--- config.mk ---
export PLATFORM = sky130hd
export DESIGN_NAME = sha512_front
export DESIGN_NICKNAME = d
export VERILOG_FILES = /design/src/hdl/sha512_digest_core_macros.svh /design/src/hdl/sha512_pkg.sv /design/src/hdl/sha512_front.sv
export SDC_FILE = /design/constraint.sdc
export NUM_CORES = 1
export LEC_CHECK = 0
export ABC_AREA = 1
export BUFFER_PORTS_ARGS = -buffer_cell sky130_fd_sc_hd__buf_2
export CAP_MARGIN = 5
export CORE_ASPECT_RATIO = 2
export CORE_UTILIZATION = 45
export DETAILED_ROUTE_END_ITERATION = 10
export PLACE_DENSITY = 0.7
export SLEW_MARGIN = 0
export SYNTH_ARGS = -nofsm -noshare
export SYNTH_HDL_FRONTEND = slang
export SYNTH_SLANG_ARGS = --single-unit
export TNS_END_PERCENT = 30
--- constraint.sdc ---
create_clock -name clk -period 4.8 [get_ports clk]
set_input_delay 0.24 -clock clk [delete_from_list [all_inputs] [get_ports clk]]
set_output_delay 0.24 -clock clk [all_outputs]
set_load 0.02 [all_outputs]
--- src/hdl/sha512_digest_core_macros.svh ---
// Assertion macros used by the digest core RTL.
// Expects clk and rst_n in the scope of each use.
`ifndef SHA512_DIGEST_CORE_MACROS_SVH
`define SHA512_DIGEST_CORE_MACROS_SVH
// same-cycle implication
`define SHA512_ASSERT_SAME(lbl, ante, cons, msg) \
lbl: assert property (@(posedge clk) disable iff (!rst_n) (ante) |-> (cons)) else $error(msg);
// next-cycle implication
`define SHA512_ASSERT_NEXT(lbl, ante, cons, msg) \
lbl: assert property (@(posedge clk) disable iff (!rst_n) (ante) |=> (cons)) else $error(msg);
`endif

--- src/hdl/sha512_pkg.sv ---
// Shared types, constants and round functions of the SHA-512 digest core.
// No dependencies.
package sha512_pkg;

    localparam int LEN_BITS_DEFAULT    = 61;
    localparam int QUEUE_DEPTH_DEFAULT = 4;
    localparam int ROUNDS              = 80;
    localparam int BLOCK_WORDS         = 16;
    localparam int DIGEST_WORDS        = 8;

    typedef logic [63:0] word_t;

    typedef struct packed {
        word_t word;
        logic  blk_end;
    } sched_beat_t;

    localparam word_t K_TABLE [ROUNDS] = '{
        64'h428a2f98d728ae22, 64'h7137449123ef65cd, 64'hb5c0fbcfec4d3b2f, 64'he9b5dba58189dbbc,
        64'h3956c25bf348b538, 64'h59f111f1b605d019, 64'h923f82a4af194f9b, 64'hab1c5ed5da6d8118,
        64'hd807aa98a3030242, 64'h12835b0145706fbe, 64'h243185be4ee4b28c, 64'h550c7dc3d5ffb4e2,
        64'h72be5d74f27b896f, 64'h80deb1fe3b1696b1, 64'h9bdc06a725c71235, 64'hc19bf174cf692694,
        64'he49b69c19ef14ad2, 64'hefbe4786384f25e3, 64'h0fc19dc68b8cd5b5, 64'h240ca1cc77ac9c65,
        64'h2de92c6f592b0275, 64'h4a7484aa6ea6e483, 64'h5cb0a9dcbd41fbd4, 64'h76f988da831153b5,
        64'h983e5152ee66dfab, 64'ha831c66d2db43210, 64'hb00327c898fb213f, 64'hbf597fc7beef0ee4,
        64'hc6e00bf33da88fc2, 64'hd5a79147930aa725, 64'h06ca6351e003826f, 64'h142929670a0e6e70,
        64'h27b70a8546d22ffc, 64'h2e1b21385c26c926, 64'h4d2c6dfc5ac42aed, 64'h53380d139d95b3df,
        64'h650a73548baf63de, 64'h766a0abb3c77b2a8, 64'h81c2c92e47edaee6, 64'h92722c851482353b,
        64'ha2bfe8a14cf10364, 64'ha81a664bbc423001, 64'hc24b8b70d0f89791, 64'hc76c51a30654be30,
        64'hd192e819d6ef5218, 64'hd69906245565a910, 64'hf40e35855771202a, 64'h106aa07032bbd1b8,
        64'h19a4c116b8d2d0c8, 64'h1e376c085141ab53, 64'h2748774cdf8eeb99, 64'h34b0bcb5e19b48a8,
        64'h391c0cb3c5c95a63, 64'h4ed8aa4ae3418acb, 64'h5b9cca4f7763e373, 64'h682e6ff3d6b2b8a3,
        64'h748f82ee5defb2fc, 64'h78a5636f43172f60, 64'h84c87814a1f0ab72, 64'h8cc702081a6439ec,
        64'h90befffa23631e28, 64'ha4506cebde82bde9, 64'hbef9a3f7b2c67915, 64'hc67178f2e372532b,
        64'hca273eceea26619c, 64'hd186b8c721c0c207, 64'heada7dd6cde0eb1e, 64'hf57d4f7fee6ed178,
        64'h06f067aa72176fba, 64'h0a637dc5a2c898a6, 64'h113f9804bef90dae, 64'h1b710b35131c471b,
        64'h28db77f523047d84, 64'h32caab7b40c72493, 64'h3c9ebe0a15c9bebc, 64'h431d67c49c100d4c,
        64'h4cc5d4becb3e42b6, 64'h597f299cfc657e2a, 64'h5fcb6fab3ad6faec, 64'h6c44198c4a475817
    };

    localparam word_t IV [DIGEST_WORDS] = '{
        64'h6a09e667f3bcc908, 64'hbb67ae8584caa73b, 64'h3c6ef372fe94f82b, 64'ha54ff53a5f1d36f1,
        64'h510e527fade682d1, 64'h9b05688c2b3e6c1f, 64'h1f83d9abfb41bd6b, 64'h5be0cd19137e2179
    };

    function automatic word_t bsig0(input word_t x);
        return {x[27:0], x[63:28]} ^ {x[33:0], x[63:34]} ^ {x[38:0], x[63:39]};
    endfunction

    function automatic word_t bsig1(input word_t x);
        return {x[13:0], x[63:14]} ^ {x[17:0], x[63:18]} ^ {x[40:0], x[63:41]};
    endfunction

    function automatic word_t ssig0(input word_t x);
        return {x[0], x[63:1]} ^ {x[7:0], x[63:8]} ^ (x >> 7);
    endfunction

    function automatic word_t ssig1(input word_t x);
        return {x[18:0], x[63:19]} ^ {x[60:0], x[63:61]} ^ (x >> 6);
    endfunction

endpackage

--- src/hdl/sha512_front.sv ---
// Front end: takes message words, masks, pads and appends the bit length.
// Depends on sha512_pkg.
module sha512_front #(
    parameter int LEN_BITS = 61
) (
    input  logic                    clk,
    input  logic                    rst_n,
    input  logic [63:0]             data_word,
    input  logic [3:0]              valid_bytes,
    input  logic                    last_word,
    input  logic                    push,
    output logic                    full,
    output logic                    sb_valid,
    output sha512_pkg::sched_beat_t sb_beat,
    input  logic                    q_full
);
    import sha512_pkg::*;

    typedef enum logic [1:0] {F_IDLE, F_PAD, F_FILL, F_LEN} fstate_t;

    fstate_t               state_reg;
    logic [LEN_BITS-1:0]   byte_count_reg;
    logic [3:0]            slot_reg;
    logic                  take;
    logic [3:0]            nb;
    word_t                 masked, padded;

    assign full = (state_reg != F_IDLE) || q_full;
    assign take = push && !full;

    always_comb
    begin
        if (!last_word)
            nb = 4'd8;
        else if (valid_bytes > 4'd8)
            nb = 4'd8;
        else
            nb = valid_bytes;
        if (nb == 4'd0)
            masked = '0;
        else if (nb < 4'd8)
            masked = data_word & ~({64{1'b1}} >> {nb, 3'b000});
        else
            masked = data_word;
        padded = masked | (64'h80 << {3'd7 - nb[2:0], 3'b000});
    end

    always_comb
    begin
        sb_beat.blk_end = 1'b0;
        unique case (state_reg)
            F_IDLE:
            begin
                sb_valid     = take;
                sb_beat.word = (last_word && nb < 4'd8) ? padded : masked;
            end
            F_PAD:
            begin
                sb_valid     = !q_full;
                sb_beat.word = 64'h80 << 56;
            end
            F_FILL:
            begin
                sb_valid     = !q_full;
                sb_beat.word = '0;
            end
            F_LEN:
            begin
                sb_valid        = !q_full;
                sb_beat.word    = 64'({byte_count_reg, 3'b000});
                sb_beat.blk_end = 1'b1;
            end
            default:
            begin
                sb_valid     = 1'b0;
                sb_beat.word = '0;
            end
        endcase
    end

    always_ff @(posedge clk or negedge rst_n)
    begin
        if (!rst_n)
        begin
            state_reg      <= F_IDLE;
            byte_count_reg <= '0;
            slot_reg       <= '0;
        end
        else
        begin
            if (sb_valid)
                slot_reg <= slot_reg + 1'b1;
            if (take)
                byte_count_reg <= byte_count_reg + LEN_BITS'(nb);
            unique case (state_reg)
                F_IDLE:
                    if (take && last_word)
                        state_reg <= (nb == 4'd8) ? F_PAD : F_FILL;
                F_PAD:
                    if (sb_valid)
                        state_reg <= F_FILL;
                F_FILL:
                    if (sb_valid && slot_reg == 4'd14)
                        state_reg <= F_LEN;
                F_LEN:
                    if (sb_valid)
                    begin
                        state_reg      <= F_IDLE;
                        byte_count_reg <= '0;
                    end
                default:
                    state_reg <= F_IDLE;
            endcase
        end
    end

endmodule

### Word-level counts from Yosys, hierarchy flattened

Cells that the tools add are included.

* word-level logic and storage cells: 51
* output and inout port bits: 67
* input port bits: 73
* register bits: 67

* add/sub/neg operators: 3
* bitwise gates (word level): 3
* order comparisons: 2
* shift-type cells: 2
* multiplexer cells: 17
* reduce and logical (&&, ||, !) cells: 12
* eq/ne operators: 9

Operator list (number)
* case mux 64 bit (4 select lines): 1
* 2-to-1 mux 64 bit: 3
* 2-to-1 mux 61 bit: 3
* AND 64 bit: 1
* NOT 64 bit: 1
* bitwise OR 64 bit: 1
* left shift 8 x 6 -> 64 bit, first input constant: 1
* right shift 64 x 7 -> 64 bit, first input constant: 1
* adder 61 x 4 -> 61 bit: 1
* 2-to-1 mux 2 bit: 5
* == test 4 bit, second input constant: 2
* 2-to-1 mux 4 bit: 2
* != test 2 bit, second input constant: 4
* case mux 2 bit (4 select lines): 1
* adder 4 x 1 -> 4 bit, second input constant: 1
* == test 2 bit, second input constant: 2
* greater-than comparator 4 bit, second input constant: 1
* logical AND 1 bit: 4
* logical NOT 4 bit: 1
* < comparator 4 bit, second input constant: 1
* AND reduction 4 bit: 1
* OR reduction 3 bit: 1
* subtractor 3 bit, first input constant: 1
* == test 2 x 1 -> 1 bit, second input constant: 1
* other kinds (6): 7

### Depth between registers and ports, before layout

* depth after elaboration: 11
* mapped depth: 16
* gate-level depth less buffers: 16

### Least setup slack after synthesis

OpenSTA, ideal clock, no wires.

* path kind: flip-flop to output port
* start: register state_reg[0]
* end: output port sb_beat[15] (netlist bit)
* data required time: 4560 ps
* stages on the path, launching flop included: 7
* arrival: 1865 ps
* path slack: 2695 ps
* cells stage by stage: dfrtp_1 -> ha_1 -> inv_1 -> nor2_2 -> inv_1 -> clkbuf_1 -> o21ai_0

RTL lines
* start, declared: line sha512_front.sv:21 `fstate_t state_reg;`
* start signal, assigned: line sha512_front.sv:98 `state_reg <= (nb == 4'd8) ? F_PAD : F_FILL;`
* end, declared: line sha512_front.sv:14 `output sha512_pkg::sched_beat_t sb_beat,`

==> run_results.csv <==
group,metric,value,unit
yosys,synth_seq_cells,67,
clock_tree,cts_buffer_depth,2,
timing,fmax,279,MHz
yosys,synth_cells,832,
worst_setup_path,worstPathMaxFanout,41,
clock_tree,h-tree-depth,3,
timing,tightest_slew,0.986,ns
place,io_buffers,139,
place,dp.cells,1099,
grt,grt_overflow,0,
worst_setup_path,reg2reg_slack,1.72,ns
floorplanning,rows,55,
timing,relSlewSlack,0.339,
floorplanning,floorplan.core_area,11400,um^2
timing,period_share,0.747,
yosys,ys_top_cells_by_area,"dfrtp_1, nand2_1, nor2_1",
pwr,vdd_drop_max,0.295,mV
clock_tree,clk_latency,0.34,ns
floorplanning,die_w,78.5,um
grt,grt_max_degree,48,
floorplanning,io_pins,140,
clock_tree,cts_tree,"yes",
yosys,synth-main-ff-cell,"dfrtp_1",
worst_setup_path,required,4.56,ns
timing,rsz0062_at_grt,"no",
finish,drive_gt1_frac,0.207,
place,place_area,6080,um^2
grt,antenna_found_initial,0,
worst_setup_path,critPathKind,"register to output pin",
drt,drtIter0Drc,364,
finish,largest_reg_flops,61,
timing,hold_viol,0,
clock_tree,cts.sinks,67,
timing,period_needed,3.58,ns
flow_run,maxCapViolations,0,
timing,slew_viol_final,0,
yosys,synth_area,5270,um^2
drt,vias_per_cell,5.41,
finish,layoutNonFillerInstCount,1116,
finish,fin_area,6420,um^2
yosys,async_flop_share,1.00,
timing,tns,0,ns
drt,drtPass1Iterations,5,
yosys,synth_edf_count,0,
clock_tree,numCtsBuffers,9,
hold_path,hp-class,"primary input to register",
drt,drt_wl_total,19000,um
finish,areaGrowthSynthToFinish,21.9,%
drt,remaining_drc_errors,0,
pwr,p_leak,3.11,nW
grt,first_global_vias,5920,
run_status,status,"finished, final reports clean",
timing,setup_violations,0,
floorplanning,die-height,155,um
drt,post_drt_wl_per_cell,17.0,um
clock_tree,post_cts_resized,0,
place,hpwl,14900,um
worst_setup_path,critPathLaunchType,"register",
finish,diodes,0,
drt,num_vias,6035,
grt,grt_pass1_wl,29600,um
yosys,ys_warn_count,0,
clock_tree,cts_root_buf,"clkbuf_16",
floorplanning,die_area,12200,um^2
yosys,seq_area_frac_synth,0.318,
place,gp_congestion,0.966,
yosys,synth_nets,916,
yosys,synth_common_cells,"nand2_1, nor2_1, inv_1",
yosys,ys_types,41,
finish,utilization,0.566,
clock_tree,path_clk_slew,0.06,ns
grt,track_usage,0.326,
pwr,power_density,488,nW/um^2
drt,antenna_left,0,
worst_setup_path,end_kind,"output pin",
worst_setup_path,arrival,3.34,ns
floorplanning,initial_core_util,0.464,
yosys,avgSynthCellArea,6.34,um^2
yosys,synth_top_area_share,0.318,
finish,nets,1053,
yosys,yosysMostFrequentCell,"nand2_1",
yosys,synth_top_cell_by_area,"dfrtp_1",
timing,skew,0.00550,ns
pwr,p_total,3.13,mW
through the flow:
step	setup WS [ns]	hold slack, ns
after global placement	1.71	0.225
after floorplan	2.69	-0.0556
final	1.22	0.300
after CTS	1.25	0.299
after detailed placement	1.64	0.221
after global routing	1.08	0.301
kinds of logic (layout without fill, tap and decap cells):
group,after synthesis,after routing,share of synthesized area
buf+inv,125,267,0.0926
xor+xnor,7,7,0.0116
fa+ha+maj,11,11,0.0275
flops,67,67,0.318
compound gates,122,122,0.133
mux,1,1,0.00190
simple gates,499,499,0.415
what timing repair did:
item,in CTS,in global routing
hold buffers,1,0
hold endpoints to repair,20,0
setup buffers,0,0
critical path, stage by stage (launching register included):
cell and delay, ns:
dfrtp_1 0.38, inv_1 0.09, ha_2 0.50, nor2_2 0.88, inv_1 0.36, buf_4 0.35, o221ai_1 0.22, buf_2 0.20
worst paths after layout:
kind / startpoint / endpoint / cells after the start
hold / removal: push / byte_count_reg[1] / 3
min in group asynchronous: rst_n / byte_count_reg[13] / 2
setup / recovery: state_reg[0] / sb_beat[64] / 7
hold reg to reg: slot_reg[3] / slot_reg[3] / 1
max in group asynchronous: rst_n / byte_count_reg[42] / 3
setup reg to reg: state_reg[0] / byte_count_reg[33] / 7
power breakdown:
group	total (mW)	internal [mW]	leakage (nW)	switching, mW
Combinational	1.43	0.446	2.06	0.984
Clock	0.747	0.483	0.159	0.264
Sequential	0.958	0.736	0.895	0.222
Total	3.13	1.66	3.11	1.47
per-layer routing:
layer  GRT usage  wire length, um  vias to the layer above
met3      0.0446              643                       74
met4       0.222             1220                        0
met1       0.312             6690                     2792
met5           0                0                        -
met2       0.619            10500                      202
li1            -                -                     2967
final cells by class:
class	instances	area, um^2
fill	1210	4930
multi-input combinational	640	3110
sequential	67	1680
timing repair buffer	142	721
inverter	109	410
clock buffer	12	256
tap	142	178
clock inverter	4	72.6
layout by cell type, fill, tap and decap left out, types with 9 or more instances in the layout:
| master | n |
|---|---|
| ha_1 | 9 |
| dfrtp_1 | 67 |
| clkbuf_16 | 9 |
| nand2_1 | 221 |
| nor2_2 | 20 |
| buf_2 | 139 |
| inv_1 | 102 |
| nor2_1 | 133 |
| nand3_1 | 70 |
| a21oi_1 | 30 |
| nand4_1 | 25 |
| nor3_1 | 9 |
| o21ai_1 | 13 |
| o21ai_0 | 53 |
No activity file was read; power rests on OpenSTA's default activity.
