[config.mk]
export PLATFORM = sky130hd
export DESIGN_NAME = sha512_fifo
export DESIGN_NICKNAME = d
export VERILOG_FILES = /design/src/hdl/sha512_digest_core_macros.svh /design/src/hdl/sha512_pkg.sv /design/src/hdl/sha512_fifo.sv
export SDC_FILE = /design/constraint.sdc
export NUM_CORES = 1
export LEC_CHECK = 0
export ABC_AREA = 0
export BUFFER_PORTS_ARGS = -buffer_cell sky130_fd_sc_hd__buf_2
export CAP_MARGIN = 20
export CORE_AREA = 3 3 163 165
export CTS_BUF_LIST = sky130_fd_sc_hd__clkbuf_2 sky130_fd_sc_hd__clkbuf_4 sky130_fd_sc_hd__clkbuf_8
export CTS_CLUSTER_SIZE = 30
export DETAILED_ROUTE_END_ITERATION = 10
export DIE_AREA = 0 0 166 168
export GPL_ROUTABILITY_DRIVEN = 0
export PLACE_DENSITY = 0.66
export SETUP_SLACK_MARGIN = 0.2
export SYNTH_ARGS = -nofsm -noshare
export SYNTH_HDL_FRONTEND = slang
export SYNTH_SLANG_ARGS = --single-unit
[constraint.sdc]
create_clock -name clk -period 5.8 [get_ports clk]
set_clock_uncertainty 0.1 [all_clocks]
set_input_delay 0.29 -clock clk [delete_from_list [all_inputs] [get_ports clk]]
set_output_delay 0.29 -clock clk [all_outputs]
set_load 0.05 [all_outputs]
[src/hdl/sha512_digest_core_macros.svh]
// Assertion macros used by the digest core RTL.
// Expects clk and rst_n in the scope of each use.
`ifndef SHA512_DIGEST_CORE_MACROS_SVH
`define SHA512_DIGEST_CORE_MACROS_SVH
// same-cycle implication
`define SHA512_ASSERT_SAME(lbl, ante, cons, msg) \
lbl: assert property (@(posedge clk) disable iff (!rst_n) (ante) |-> (cons)) else $error(msg);
// next-cycle implication
`define SHA512_ASSERT_NEXT(lbl, ante, cons, msg) \
lbl: assert property (@(posedge clk) disable iff (!rst_n) (ante) |=> (cons)) else $error(msg);
`endif

[src/hdl/sha512_pkg.sv]
// Shared types, constants and round functions of the SHA-512 digest core.
// No dependencies.
package sha512_pkg;

    localparam int LEN_BITS_DEFAULT    = 61;
    localparam int QUEUE_DEPTH_DEFAULT = 4;
    localparam int ROUNDS              = 80;
    localparam int BLOCK_WORDS         = 16;
    localparam int DIGEST_WORDS        = 8;

    typedef logic [63:0] word_t;

    typedef struct packed {
        word_t word;
        logic  blk_end;
    } sched_beat_t;

    localparam word_t K_TABLE [ROUNDS] = '{
        64'h428a2f98d728ae22, 64'h7137449123ef65cd, 64'hb5c0fbcfec4d3b2f, 64'he9b5dba58189dbbc,
        64'h3956c25bf348b538, 64'h59f111f1b605d019, 64'h923f82a4af194f9b, 64'hab1c5ed5da6d8118,
        64'hd807aa98a3030242, 64'h12835b0145706fbe, 64'h243185be4ee4b28c, 64'h550c7dc3d5ffb4e2,
        64'h72be5d74f27b896f, 64'h80deb1fe3b1696b1, 64'h9bdc06a725c71235, 64'hc19bf174cf692694,
        64'he49b69c19ef14ad2, 64'hefbe4786384f25e3, 64'h0fc19dc68b8cd5b5, 64'h240ca1cc77ac9c65,
        64'h2de92c6f592b0275, 64'h4a7484aa6ea6e483, 64'h5cb0a9dcbd41fbd4, 64'h76f988da831153b5,
        64'h983e5152ee66dfab, 64'ha831c66d2db43210, 64'hb00327c898fb213f, 64'hbf597fc7beef0ee4,
        64'hc6e00bf33da88fc2, 64'hd5a79147930aa725, 64'h06ca6351e003826f, 64'h142929670a0e6e70,
        64'h27b70a8546d22ffc, 64'h2e1b21385c26c926, 64'h4d2c6dfc5ac42aed, 64'h53380d139d95b3df,
        64'h650a73548baf63de, 64'h766a0abb3c77b2a8, 64'h81c2c92e47edaee6, 64'h92722c851482353b,
        64'ha2bfe8a14cf10364, 64'ha81a664bbc423001, 64'hc24b8b70d0f89791, 64'hc76c51a30654be30,
        64'hd192e819d6ef5218, 64'hd69906245565a910, 64'hf40e35855771202a, 64'h106aa07032bbd1b8,
        64'h19a4c116b8d2d0c8, 64'h1e376c085141ab53, 64'h2748774cdf8eeb99, 64'h34b0bcb5e19b48a8,
        64'h391c0cb3c5c95a63, 64'h4ed8aa4ae3418acb, 64'h5b9cca4f7763e373, 64'h682e6ff3d6b2b8a3,
        64'h748f82ee5defb2fc, 64'h78a5636f43172f60, 64'h84c87814a1f0ab72, 64'h8cc702081a6439ec,
        64'h90befffa23631e28, 64'ha4506cebde82bde9, 64'hbef9a3f7b2c67915, 64'hc67178f2e372532b,
        64'hca273eceea26619c, 64'hd186b8c721c0c207, 64'heada7dd6cde0eb1e, 64'hf57d4f7fee6ed178,
        64'h06f067aa72176fba, 64'h0a637dc5a2c898a6, 64'h113f9804bef90dae, 64'h1b710b35131c471b,
        64'h28db77f523047d84, 64'h32caab7b40c72493, 64'h3c9ebe0a15c9bebc, 64'h431d67c49c100d4c,
        64'h4cc5d4becb3e42b6, 64'h597f299cfc657e2a, 64'h5fcb6fab3ad6faec, 64'h6c44198c4a475817
    };

    localparam word_t IV [DIGEST_WORDS] = '{
        64'h6a09e667f3bcc908, 64'hbb67ae8584caa73b, 64'h3c6ef372fe94f82b, 64'ha54ff53a5f1d36f1,
        64'h510e527fade682d1, 64'h9b05688c2b3e6c1f, 64'h1f83d9abfb41bd6b, 64'h5be0cd19137e2179
    };

    function automatic word_t bsig0(input word_t x);
        return {x[27:0], x[63:28]} ^ {x[33:0], x[63:34]} ^ {x[38:0], x[63:39]};
    endfunction

    function automatic word_t bsig1(input word_t x);
        return {x[13:0], x[63:14]} ^ {x[17:0], x[63:18]} ^ {x[40:0], x[63:41]};
    endfunction

    function automatic word_t ssig0(input word_t x);
        return {x[0], x[63:1]} ^ {x[7:0], x[63:8]} ^ (x >> 7);
    endfunction

    function automatic word_t ssig1(input word_t x);
        return {x[18:0], x[63:19]} ^ {x[60:0], x[63:61]} ^ (x >> 6);
    endfunction

endpackage

[src/hdl/sha512_fifo.sv]
// Small register queue carrying schedule beats from front to back.
// Depends on sha512_pkg.
module sha512_fifo #(
    parameter int DEPTH = 4
) (
    input  logic                   clk,
    input  logic                   rst_n,
    input  logic                   wr_en,
    input  sha512_pkg::sched_beat_t wr_beat,
    output logic                   full,
    input  logic                   rd_en,
    output sha512_pkg::sched_beat_t rd_beat,
    output logic                   not_empty
);
    import sha512_pkg::*;

    localparam int PW = (DEPTH > 1) ? $clog2(DEPTH) : 1;
    localparam int CW = $clog2(DEPTH + 1);

    sched_beat_t     mem_reg [DEPTH];
    logic [PW-1:0]   wr_ptr_reg, rd_ptr_reg;
    logic [CW-1:0]   count_reg;
    logic            do_wr, do_rd;

    assign full      = (count_reg == CW'(DEPTH));
    assign not_empty = (count_reg != '0);
    assign do_wr     = wr_en && !full;
    assign do_rd     = rd_en && not_empty;
    assign rd_beat   = mem_reg[rd_ptr_reg];

    always_ff @(posedge clk or negedge rst_n)
    begin
        if (!rst_n)
        begin
            wr_ptr_reg <= '0;
            rd_ptr_reg <= '0;
            count_reg  <= '0;
        end
        else
        begin
            if (do_wr)
            begin
                mem_reg[wr_ptr_reg] <= wr_beat;
                wr_ptr_reg <= (wr_ptr_reg == PW'(DEPTH - 1)) ? '0 : wr_ptr_reg + 1'b1;
            end
            if (do_rd)
            begin
                rd_ptr_reg <= (rd_ptr_reg == PW'(DEPTH - 1)) ? '0 : rd_ptr_reg + 1'b1;
            end
            if (do_wr && !do_rd)
            begin
                count_reg <= count_reg + 1'b1;
            end
            else if (do_rd && !do_wr)
            begin
                count_reg <= count_reg - 1'b1;
            end
        end
    end

endmodule

Word level (Yosys, flattened, before mapping) --
Memory sizes are Yosys's and may differ from the RTL's. Cells that the tools add are included.
Operators by class: add/sub/neg operators 4, equality and inequality tests 3, muxes and demuxes 6, reductions and logical operators 10
Operator list (number):
- 3-bit 2-to-1 mux | 2
- 1-bit logical AND | 5
- 2-bit by 1-bit adder with 2-bit output (second input constant) | 2
- 2-bit == test (second input constant) | 2
- 2-bit 2-to-1 mux | 2
- 3-bit by 1-bit adder with 3-bit output (second input constant) | 1
- 3-bit == test (second input constant) | 1
- 1-bit zero test | 3
- 3-bit nonzero test | 1
- 3-bit by 1-bit subtractor with 3-bit output (second input constant) | 1
- 1-bit 2-to-1 mux | 2
- 2-bit nonzero test | 1
Word-level totals: bits in registers 7, bits in writable memories 260, bits of input ports 69, output and inout bits 67, word-level logic and storage cells 27, memories 1
Memory list:
- mem_reg | depth 4, bits a word 65, read ports 1, clocked after memory_dff 0, wr ports 1, RTL line sha512_fifo.sv:20 | sched_beat_t mem_reg [DEPTH];

Depth between registers and ports, before layout --
Gate-level depths: netlist of the first run.
word-level depth 7, gate-level depth with buffers 9, depth with buffers taken out 9

Least setup slack after synthesis of the first run --
Ideal clock, no wire load.
path kind reg-to-reg, from register count_reg[2], to memory mem_reg[3][0] in the netlist's numbering (enable), library setup time 0.582 ns, data arrival time 5.539 ns, data required time 5.118 ns, setup slack -0.420 ns, cell stages (with the launch flop) 3, buffers on the path 0, period minus slack after synthesis 6.220 ns, cells stage by stage dfrtp_1 nor3b_1 nor3b_1
On the way: cells in the longest elaborated chain, start to end 6
RTL lines:
- from (decl) | RTL line sha512_fifo.sv:22 | logic [CW-1:0] count_reg;
- from (signal assigned) | RTL line sha512_fifo.sv:52 | count_reg <= count_reg + 1'b1;
- from (signal assigned) | RTL line sha512_fifo.sv:56 | count_reg <= count_reg - 1'b1;
- 3-bit == test | RTL line sha512_fifo.sv:25 | assign full = (count_reg == CW'(DEPTH));
- named net full | RTL line sha512_fifo.sv:10 | output logic full,
- 1-bit zero test | RTL line sha512_fifo.sv:27 | assign do_wr = wr_en && !full;
- 1-bit logical AND | RTL line sha512_fifo.sv:27
- 1-bit 2-to-1 mux | RTL line sha512_fifo.sv:41 | if (do_wr)
- 1-bit logical AND (implied by the code) | RTL line sha512_fifo.sv:43 | mem_reg[wr_ptr_reg] <= wr_beat;
- 1-bit 2-to-1 mux (implied by the code) | RTL line sha512_fifo.sv:43
- to (decl) | RTL line sha512_fifo.sv:20
The timed path passes the listed nets, and every way through them passes these cells.

==> results of run 1 <==
## worst reg2reg max path: cells and delay by family (launching register included)
family,cells,cell delay (ns)
and+or+nand+nor,3,0.70
xor gates and xnor gates,2,0.34
adders and majority gates,2,0.60
buffers and inverters,1,0.07
DFF,1,0.44
## cell families after synthesis
kind of cell / synth area share
XOR/XNOR: 0.00267
multiplexers: 0.154
AND/OR/NAND/NOR: 0.00711
flip-flops: 0.810
buffers and inverters: 0.0164
adder cells (fa/ha/maj): 0.00965
## layer usage
metal  GRT usage  wire length [um]  vias to the layer above
li1            -                 -                     2088
met1       0.167              7550                     2428
met2       0.224              9060                      130
met3      0.0397              1080                       31
met4      0.0391               310                        0
met5           0                 0                        -
## power by group
group / internal, W / switching [W]
combinational: 0.000727 / 0.00146
sequential: 0.00236 / 0.000224
clock: 0.000950 / 0.000684
## what timing repair did
item,CTS,global route
hold buffers,67,0
endpoints found under the hold margin,267,0
buffers inserted,0,0
## through the flow
stage / setup slack (ns) / hold slack [ns] / instance area [um^2] / cells / total power (W)
4_1_cts: 2.31 / 0.0332 / 12400 / 975 / 0.00651
3_5_place_dp: 2.89 / 0.0433 / 10800 / 831 / 0.00482
6_report: 2.46 / 0.0676 / 12400 / 975 / 0.00641
5_1_grt: 2.16 / 0.0624 / 12400 / 975 / 0.00672
2_1_floorplan: 2.00 / -0.106 / 9870 / 379 / 0.00439
3_3_place_gp: 2.89 / 0.0301 / 10800 / 831 / 0.00479
## worst paths after layout
check	to
setup / recovery	rd_beat[29]
max in group asynchronous	rd_ptr_reg[0]
hold / removal	rd_ptr_reg[1]
min in group asynchronous	rd_ptr_reg[1]
hold reg to reg	count_reg[2]
setup reg to reg	count_reg[2]
## Yosys cell counts (all sizes together)
| library cell | instances |
|---|---|
| mux2 | 5 |
| or2b | 1 |
| buf | 13 |
| inv | 4 |
| nor2 | 4 |
| clkbuf | 2 |
| and2 | 3 |
| xor2 | 2 |
| ha | 6 |
| mux4 | 65 |
| or3 | 1 |
| nand2 | 2 |
| dfrtp | 7 |
| xnor2 | 1 |
| fa | 1 |
| nor3b | 2 |
| edfxtp | 260 |
## layout make-up
class,instances,area (um^2),area share
well taps,330,413,0.0333
clock inverters,15,119,0.00958
clock buffers,62,778,0.0627
repair buffers,204,1360,0.110
multi-input cells,93,1740,0.140
flip-flops and latches,267,7990,0.644
inverters,4,15.0,0.00121
## cell usage in the layout (no fill, tap or decap), types with 5 or more instances in the layout
cell type,netlist,final
edfxtp_1,260,260
buf_2,5,135
dlygate4sd3_1,0,67
mux4_2,65,65
clkbuf_8,0,50
clkbuf_4,0,12
clkinv_1,0,9
ha_1,6,6
mux2_2,5,5
dfrtp_1,7,5
==> out/results.tsv, run 1 <==
metric	value	unit
core_area	25200	um^2
peakVddDrop	0.324	mV
yosysSeqAreaShare	0.810	
min_period_over_period	0.576	
cp-end-kind	primary output	
drive_gt1_frac	0.437	
cts_tree	built	
cts.sinks	267	
synth_warnings	0	
cts_resized	0	
cap_violations	0	
placement.io_buffers	135	
first_global_vias	5379	
ctsHtreeMaxLevel	2	
grt_max_degree	68	
netlist_area	9860	um^2
synth_cells	379	
worst-setup-path-type	flop to primary output	
die_h	168	um
grt_first_pass_wirelength	29200	um
nFillCells	2043	
overflow	0	
fin_util	0.493	
wl	18000	um
die_area	27900	um^2
finalCriticalPeriod	3.34	ns
num_vias	4677	
rsz0062_at_grt	no	
fin_setup_tns	0	ns
area_delta_synth_final	25.9	%
cp-start-kind	flop	
largest_reg_flops	260	
fmax	299	MHz
first_pass_iters	4	
critPathMaxStageDelay	0.85	ns
drc	0	
slowest_stage	dfrtp_4	
row_count	58	
nets	690	
clk_path_buf_depth	3	
p_leak	4.28	nW
start_util	0.391	
powerDensity	516	nW/um^2
ys_top_cells_by_area	edfxtp_1 (79%), mux4_2 (15%), dfrtp_1 (1.8%), buf_12 (0.81%), ha_1 (0.76%)	
cp_cell_sequence	buf_4 -> mux4_2 -> buf_2	
critical_path.top_delay_family	buffers and inverters	
syn_nets	455	
fp.dieW	166	um
drt_iter0_markers	232	
hold_violations	0	
status	complete, no violations	
diodes	0	
cp.required	5.41	ns
antenna_found_initial	0	
whs_path_depth	3	
root_buffer	clkbuf_8	
r2r_cells	8	
yosysTopAreaCell	edfxtp_1	
rrSetupSlack	3.50	ns
hold_start	rd_en	
worstPathBufferInverterCount	2	
path_clk_slew	0.06	ns
synth_seq_cells	267	
vias_per_cell	4.80	
grt_use_total	0.132	
r2r_start	count_reg[0]	
hpwl	10100	um
synth_top_area_frac	0.792	
worst_skew_pair.late_latency	0.53	ns
drv_slew	0	
antenna_left	0	
cp-startpoint	rd_ptr_reg[0]	
cp.depth	3	
wl_per_cell	18.5	um
yosysUniqueCellTypes	20	
slew_headroom	0.274	
finalSetupViolCount	0	
io_pins	136	
cts_buffers	44	
path_max_fanout	36	
worst_pin_slew	1.09	ns
avgSynthCellArea	26.0	um^2
worstPathArrival	2.95	ns
hold_path_class	primary input to flop	
(Power assumes the default switching activity.)
==> inputs of run 2 (changes only) <==
==> constraint.sdc (replaced) <==
create_clock -name clk -period 2.85 [get_ports clk]
set_clock_uncertainty 0.1 [all_clocks]
set_input_delay 0.1425 -clock clk [delete_from_list [all_inputs] [get_ports clk]]
set_output_delay 0.1425 -clock clk [all_outputs]
set_load 0.05 [all_outputs]
==> run 2 against run 1 <==
  * Power up 100%
  * Die area unchanged
  * Design area up 0.90%
  * Sequential cell count unchanged
  * Worst setup slack worse by 2.1 ns
  * Global-route usage about the same
  * Sequential share of layout area down 0.57 points
  * First-iteration DRC count up 7.3%
  * Utilization up 0.44 points
  * Wire length up 1.8%
  * Count of clock-buffer cells in the layout down 2
  * Critical endpoint is now rd_beat[48]
  * Highest routed layer unchanged
==> out/results.tsv, run 2 (synthesis results as in run 1) <==
metric	value	unit
cp.required	2.61	ns
rsz0062_at_grt	no	
final_common_cell	edfxtp_1	
io_pins	136	
cts.sinks	267	
hold_violations	0	
hold_path_class	primary input to flop	
nets	699	
finalSetupViolCount	0	
peakVddDrop	0.641	mV
multi_input_comb_area	1740	um^2
grt_first_pass_wirelength	29200	um
critical_path.top_delay_family	flip-flops	
clk_path_buf_depth	3	
powerDensity	1040	nW/um^2
start_util	0.391	
cp-end-kind	primary output	
grt_use_total	0.133	
die_area	27900	um^2
p_int	0.00818	W
diodes	0	
p_comb_frac	0.368	
worst_skew_pair.late_latency	0.51	ns
path_clk_slew	0.06	ns
num_vias	4729	
wl	18300	um
slew_headroom	0.584	
vias_per_cell	4.80	
p_sw	0.00488	W
worst_pin_slew	0.625	ns
grt_max_degree	66	
fmax	397	MHz
fin_setup_tns	0	ns
status	complete, no violations	
row_count	58	
p_total	0.0131	W
die_h	168	um
drv_slew	0	
drc	0	
first_pass_iters	4	
root_buffer	clkbuf_8	
hpwl	10700	um
overflow	0	
placement.io_buffers	135	
cap_violations	0	
drt_iter0_markers	249	
path_max_fanout	36	
antenna_left	0	
finalCriticalPeriod	2.52	ns
first_global_vias	5396	
cts_buffers	43	
p_leak	4.34	nW
final_cell_mix	edfxtp_1 (260), buf_2 (135), dlygate4sd3_1 (68)	
regArea	7990	um^2
drive_gt1_frac	0.443	
worstPathArrival	2.28	ns
worst-setup-path-type	flop to primary output	
nFillCells	2060	
ctsHtreeMaxLevel	2	
min_period_over_period	0.884	
worstPathBufferInverterCount	2	
cts_resized	0	
pwr-share-seq	0.391	
cp_cell_sequence	buf_12 -> mux4_2 -> buf_2	
area_delta_synth_final	27.1	%
wl_per_cell	18.6	um
placed_area	11000	um^2
cp-start-kind	flop	
finalInstanceArea	12500	um^2
cts_tree	built	
antenna_found_initial	0	
critPathMaxStageDelay	0.82	ns
largest_reg_flops	260	
core_area	25200	um^2
fp.dieW	166	um
pwr-share-clk	0.241	
switching_share	0.374	
slowest_stage	dfrtp_4	
[run 2: worst register-to-register path, cell delays in order (launching register included)]
cell and delay [ns]:
dfrtp_1 0.45, or3_1 0.41, nand2_1 0.14, ha_1 0.23
inv_1 0.07, fa_1 0.39, xor2_1 0.18, nor2_1 0.14
xor2_1 0.21
[run 2: per-layer routing]
metal,routed length [um],track usage
met3,1210,0.0378
met1,7500,0.169
met4,348,0.0394
met5,0,0
met2,9270,0.224
[run 2: cell type report]
| type | count | area share |
|---|---|---|
| flip-flops and latches | 267 | 0.638 |
| multi-input cells | 93 | 0.139 |
| repair buffers | 214 | 0.121 |
| clock buffers | 60 | 0.0594 |
| well taps | 330 | 0.0330 |
| clock inverters | 17 | 0.00779 |
| inverters | 4 | 0.00120 |
[run 2: path summary, 6_finish.rpt]
path                                  to  slack [ns]  cells after the start          start
max                          rd_beat[48]        0.33                      3  rd_ptr_reg[1]
min reg2reg                 count_reg[2]        0.42                      1   count_reg[2]
min                        wr_ptr_reg[1]        0.05                      3          wr_en
max reg2reg                 count_reg[2]        0.45                      8   count_reg[0]
min in group asynchronous  rd_ptr_reg[1]        0.50                      3          rst_n
max in group asynchronous  rd_ptr_reg[0]        1.88                      3          rst_n
[run 2: timing repair]
action / in CTS / in global routing
hold buffers: 68 / 0
setup endpoints to repair: 11 / 0
setup buffers: 1 / 0
hold endpoints to repair: 269 / 0
[run 2: per-stage QoR]
stage / std cells / setup WS [ns] / hold WS [ns] / util
2_1_floorplan: 379 / 0.0132 / -0.253 / -
5_1_grt: 985 / 0.220 / 0.0285 / 0.497
3_3_place_gp: 839 / 0.652 / -0.119 / 0.436
4_1_cts: 985 / 0.246 / 0.00567 / 0.497
3_5_place_dp: 839 / 0.467 / -0.111 / 0.436
6_report: 985 / 0.332 / 0.0457 / 0.497
[run 2: power by group through the flow]
stage	logic [W]	registers [W]	clock network (W)
after floorplan	0.00396	0.00497	0
after global placement	0.00470	0.00520	0
after detailed placement	0.00476	0.00524	0
after CTS	0.00491	0.00513	0.00326
after global routing	0.00509	0.00516	0.00344
final	0.00481	0.00511	0.00314
==> inputs of run 3 (changes only) <==
--- a/config.mk
+++ b/config.mk
@@ -14,7 +14,7 @@
 export DETAILED_ROUTE_END_ITERATION = 10
 export DIE_AREA = 0 0 166 168
 export GPL_ROUTABILITY_DRIVEN = 0
-export PLACE_DENSITY = 0.66
+export PLACE_DENSITY = 0.64
 export SETUP_SLACK_MARGIN = 0.2
 export SYNTH_ARGS = -nofsm -noshare
 export SYNTH_HDL_FRONTEND = slang
==> constraint.sdc (replaced) <==
create_clock -name clk -period 2.37 [get_ports clk]
set_clock_uncertainty 0.1 [all_clocks]
set_input_delay 0.1185 -clock clk [delete_from_list [all_inputs] [get_ports clk]]
set_output_delay 0.1185 -clock clk [all_outputs]
set_load 0.05 [all_outputs]
==> run 3 against run 2 <==
  * Sequential cell count stayed put
  * Design area grew 8.0%
  * Sequential share of layout area decreased by 4.7 points
  * Register-to-register slack worse by 0.17 ns
  * Power grew 37%
  * Via count is 2.2% higher
  * Combinational power is 68% higher
  * First-iteration DRC count is 7.2% higher
  * Worst hold slack improved by 0.075 ns
  * Die area unchanged
  * Utilization up 4.0 points
  * Worst setup slack worse by 0.25 ns
  * Largest cell class unchanged
  * Highest routed layer unchanged
==> out/results.tsv, run 3 (synthesis results as in run 1) <==
metric	value	unit
slew_headroom	0.693	
antenna_found_initial	0	
cts_tree	built	
whs_path_depth	4	
first_global_vias	5397	
grt_max_degree	45	
fp.dieW	166	um
num_vias	4831	
start_util	0.391	
status	complete, no violations	
final_cell_mix	edfxtp_1 (260), buf_2 (70), dlygate4sd3_1 (68)	
worst_skew_pair.late_latency	0.51	ns
drt_iter0_markers	267	
largest_reg_flops	260	
overflow	0	
nets	727	
cp.required	2.15	ns
row_count	58	
drc	0	
rsz0062_at_grt	yes	
layoutNonFillerInstCount	1008	
final_common_cell	edfxtp_1	
vias_per_cell	4.79	
worstPathArrival	2.07	ns
worst_pin_slew	0.460	ns
wl	20100	um
antenna_left	0	
peakVddDrop	0.823	mV
grt_first_pass_wirelength	30800	um
area_delta_synth_final	37.3	%
fmax	437	MHz
first_pass_iters	4	
p_total	0.0178	W
core_area	25200	um^2
die_area	27900	um^2
drive_gt1_frac	0.479	
clk_path_buf_depth	3	
finalSetupViolCount	0	
place_worst_setup_slack	0.0892	ns
cap_violations	0	
io_pins	136	
cts_buffers	45	
drv_slew	0	
finalCriticalPeriod	2.29	ns
hold_path_class	primary input to flop	
root_buffer	clkbuf_8	
cp-start-kind	flop	
placement.io_buffers	135	
ctsHtreeMaxLevel	2	
r2r_cells	8	
min_period_over_period	0.966	
path_clk_slew	0.05	ns
hold_violations	0	
grt_use_total	0.143	
cts.sinks	267	
worst_slack	0.0805	ns
cp-end-kind	primary output	
path_max_fanout	6	
p_leak	4.74	nW
diodes	0	
fin_worst_hold_slack	0.121	ns
powerDensity	1320	nW/um^2
wl_per_cell	19.9	um
hpwl	11600	um
die_h	168	um
placed_cells	844	
worst-setup-path-type	flop to primary output	
==> run 3: layer usage <==
metal	wire length [um]	vias to the layer above	GRT usage	part of all wire
li1	-	2171	-	-
met1	8390	2507	0.185	0.42
met2	10500	132	0.246	0.52
met3	1020	21	0.0373	0.050
met4	229	0	0.0354	0.011
met5	0	-	0	0
==> run 3: final timing paths <==
path                                  to  slack (ns)     startpoint
max reg2reg                 count_reg[2]        0.28   count_reg[1]
max                          rd_beat[45]        0.08  rd_ptr_reg[0]
min reg2reg                 count_reg[2]        0.40   count_reg[2]
max in group asynchronous  rd_ptr_reg[0]        1.40          rst_n
min in group asynchronous   count_reg[0]        0.50          rst_n
min                        wr_ptr_reg[1]        0.12          wr_en
==> run 3: critical path, stage by stage, from the launching register on <==
cell	delay, ns
dfrtp_4	0.52
buf_6	0.14
buf_12	0.13
buf_16	0.14
mux4_2	0.46
buf_8	0.17
==> run 3: stage by stage <==
step | TNS (ns) | utilization | instance area, um^2
floorplan | -30.33 | - | 9890
global placement | 0 | 0.441 | 11100
detailed placement | 0 | 0.441 | 11100
CTS | 0 | 0.530 | 13400
global route | -0.00740 | 0.537 | 13500
finish | 0 | 0.537 | 13500
==> run 3: final cells by class <==
class	instances	area, um^2
clock buffer	61	739
inverter	4	15.0
multi-input combinational	93	1770
fill	1962	11700
clock inverter	13	86.3
tap	330	413
timing repair buffer	240	2510
sequential	267	7990
==> run 3: timing repair <==
item	in CTS	in global routing
pin swaps	0	6
endpoints found under the setup margin	67	67
buffers inserted	13	2
hold buffers	68	0
resized for setup	152	29
gates cloned	5	2
hold endpoints to repair	270	0
==> run 3: where the power goes <==
group          switching, W  internal, W
logic               0.00443      0.00364
registers          0.000245      0.00577
clock network       0.00163      0.00211
total               0.00630       0.0115
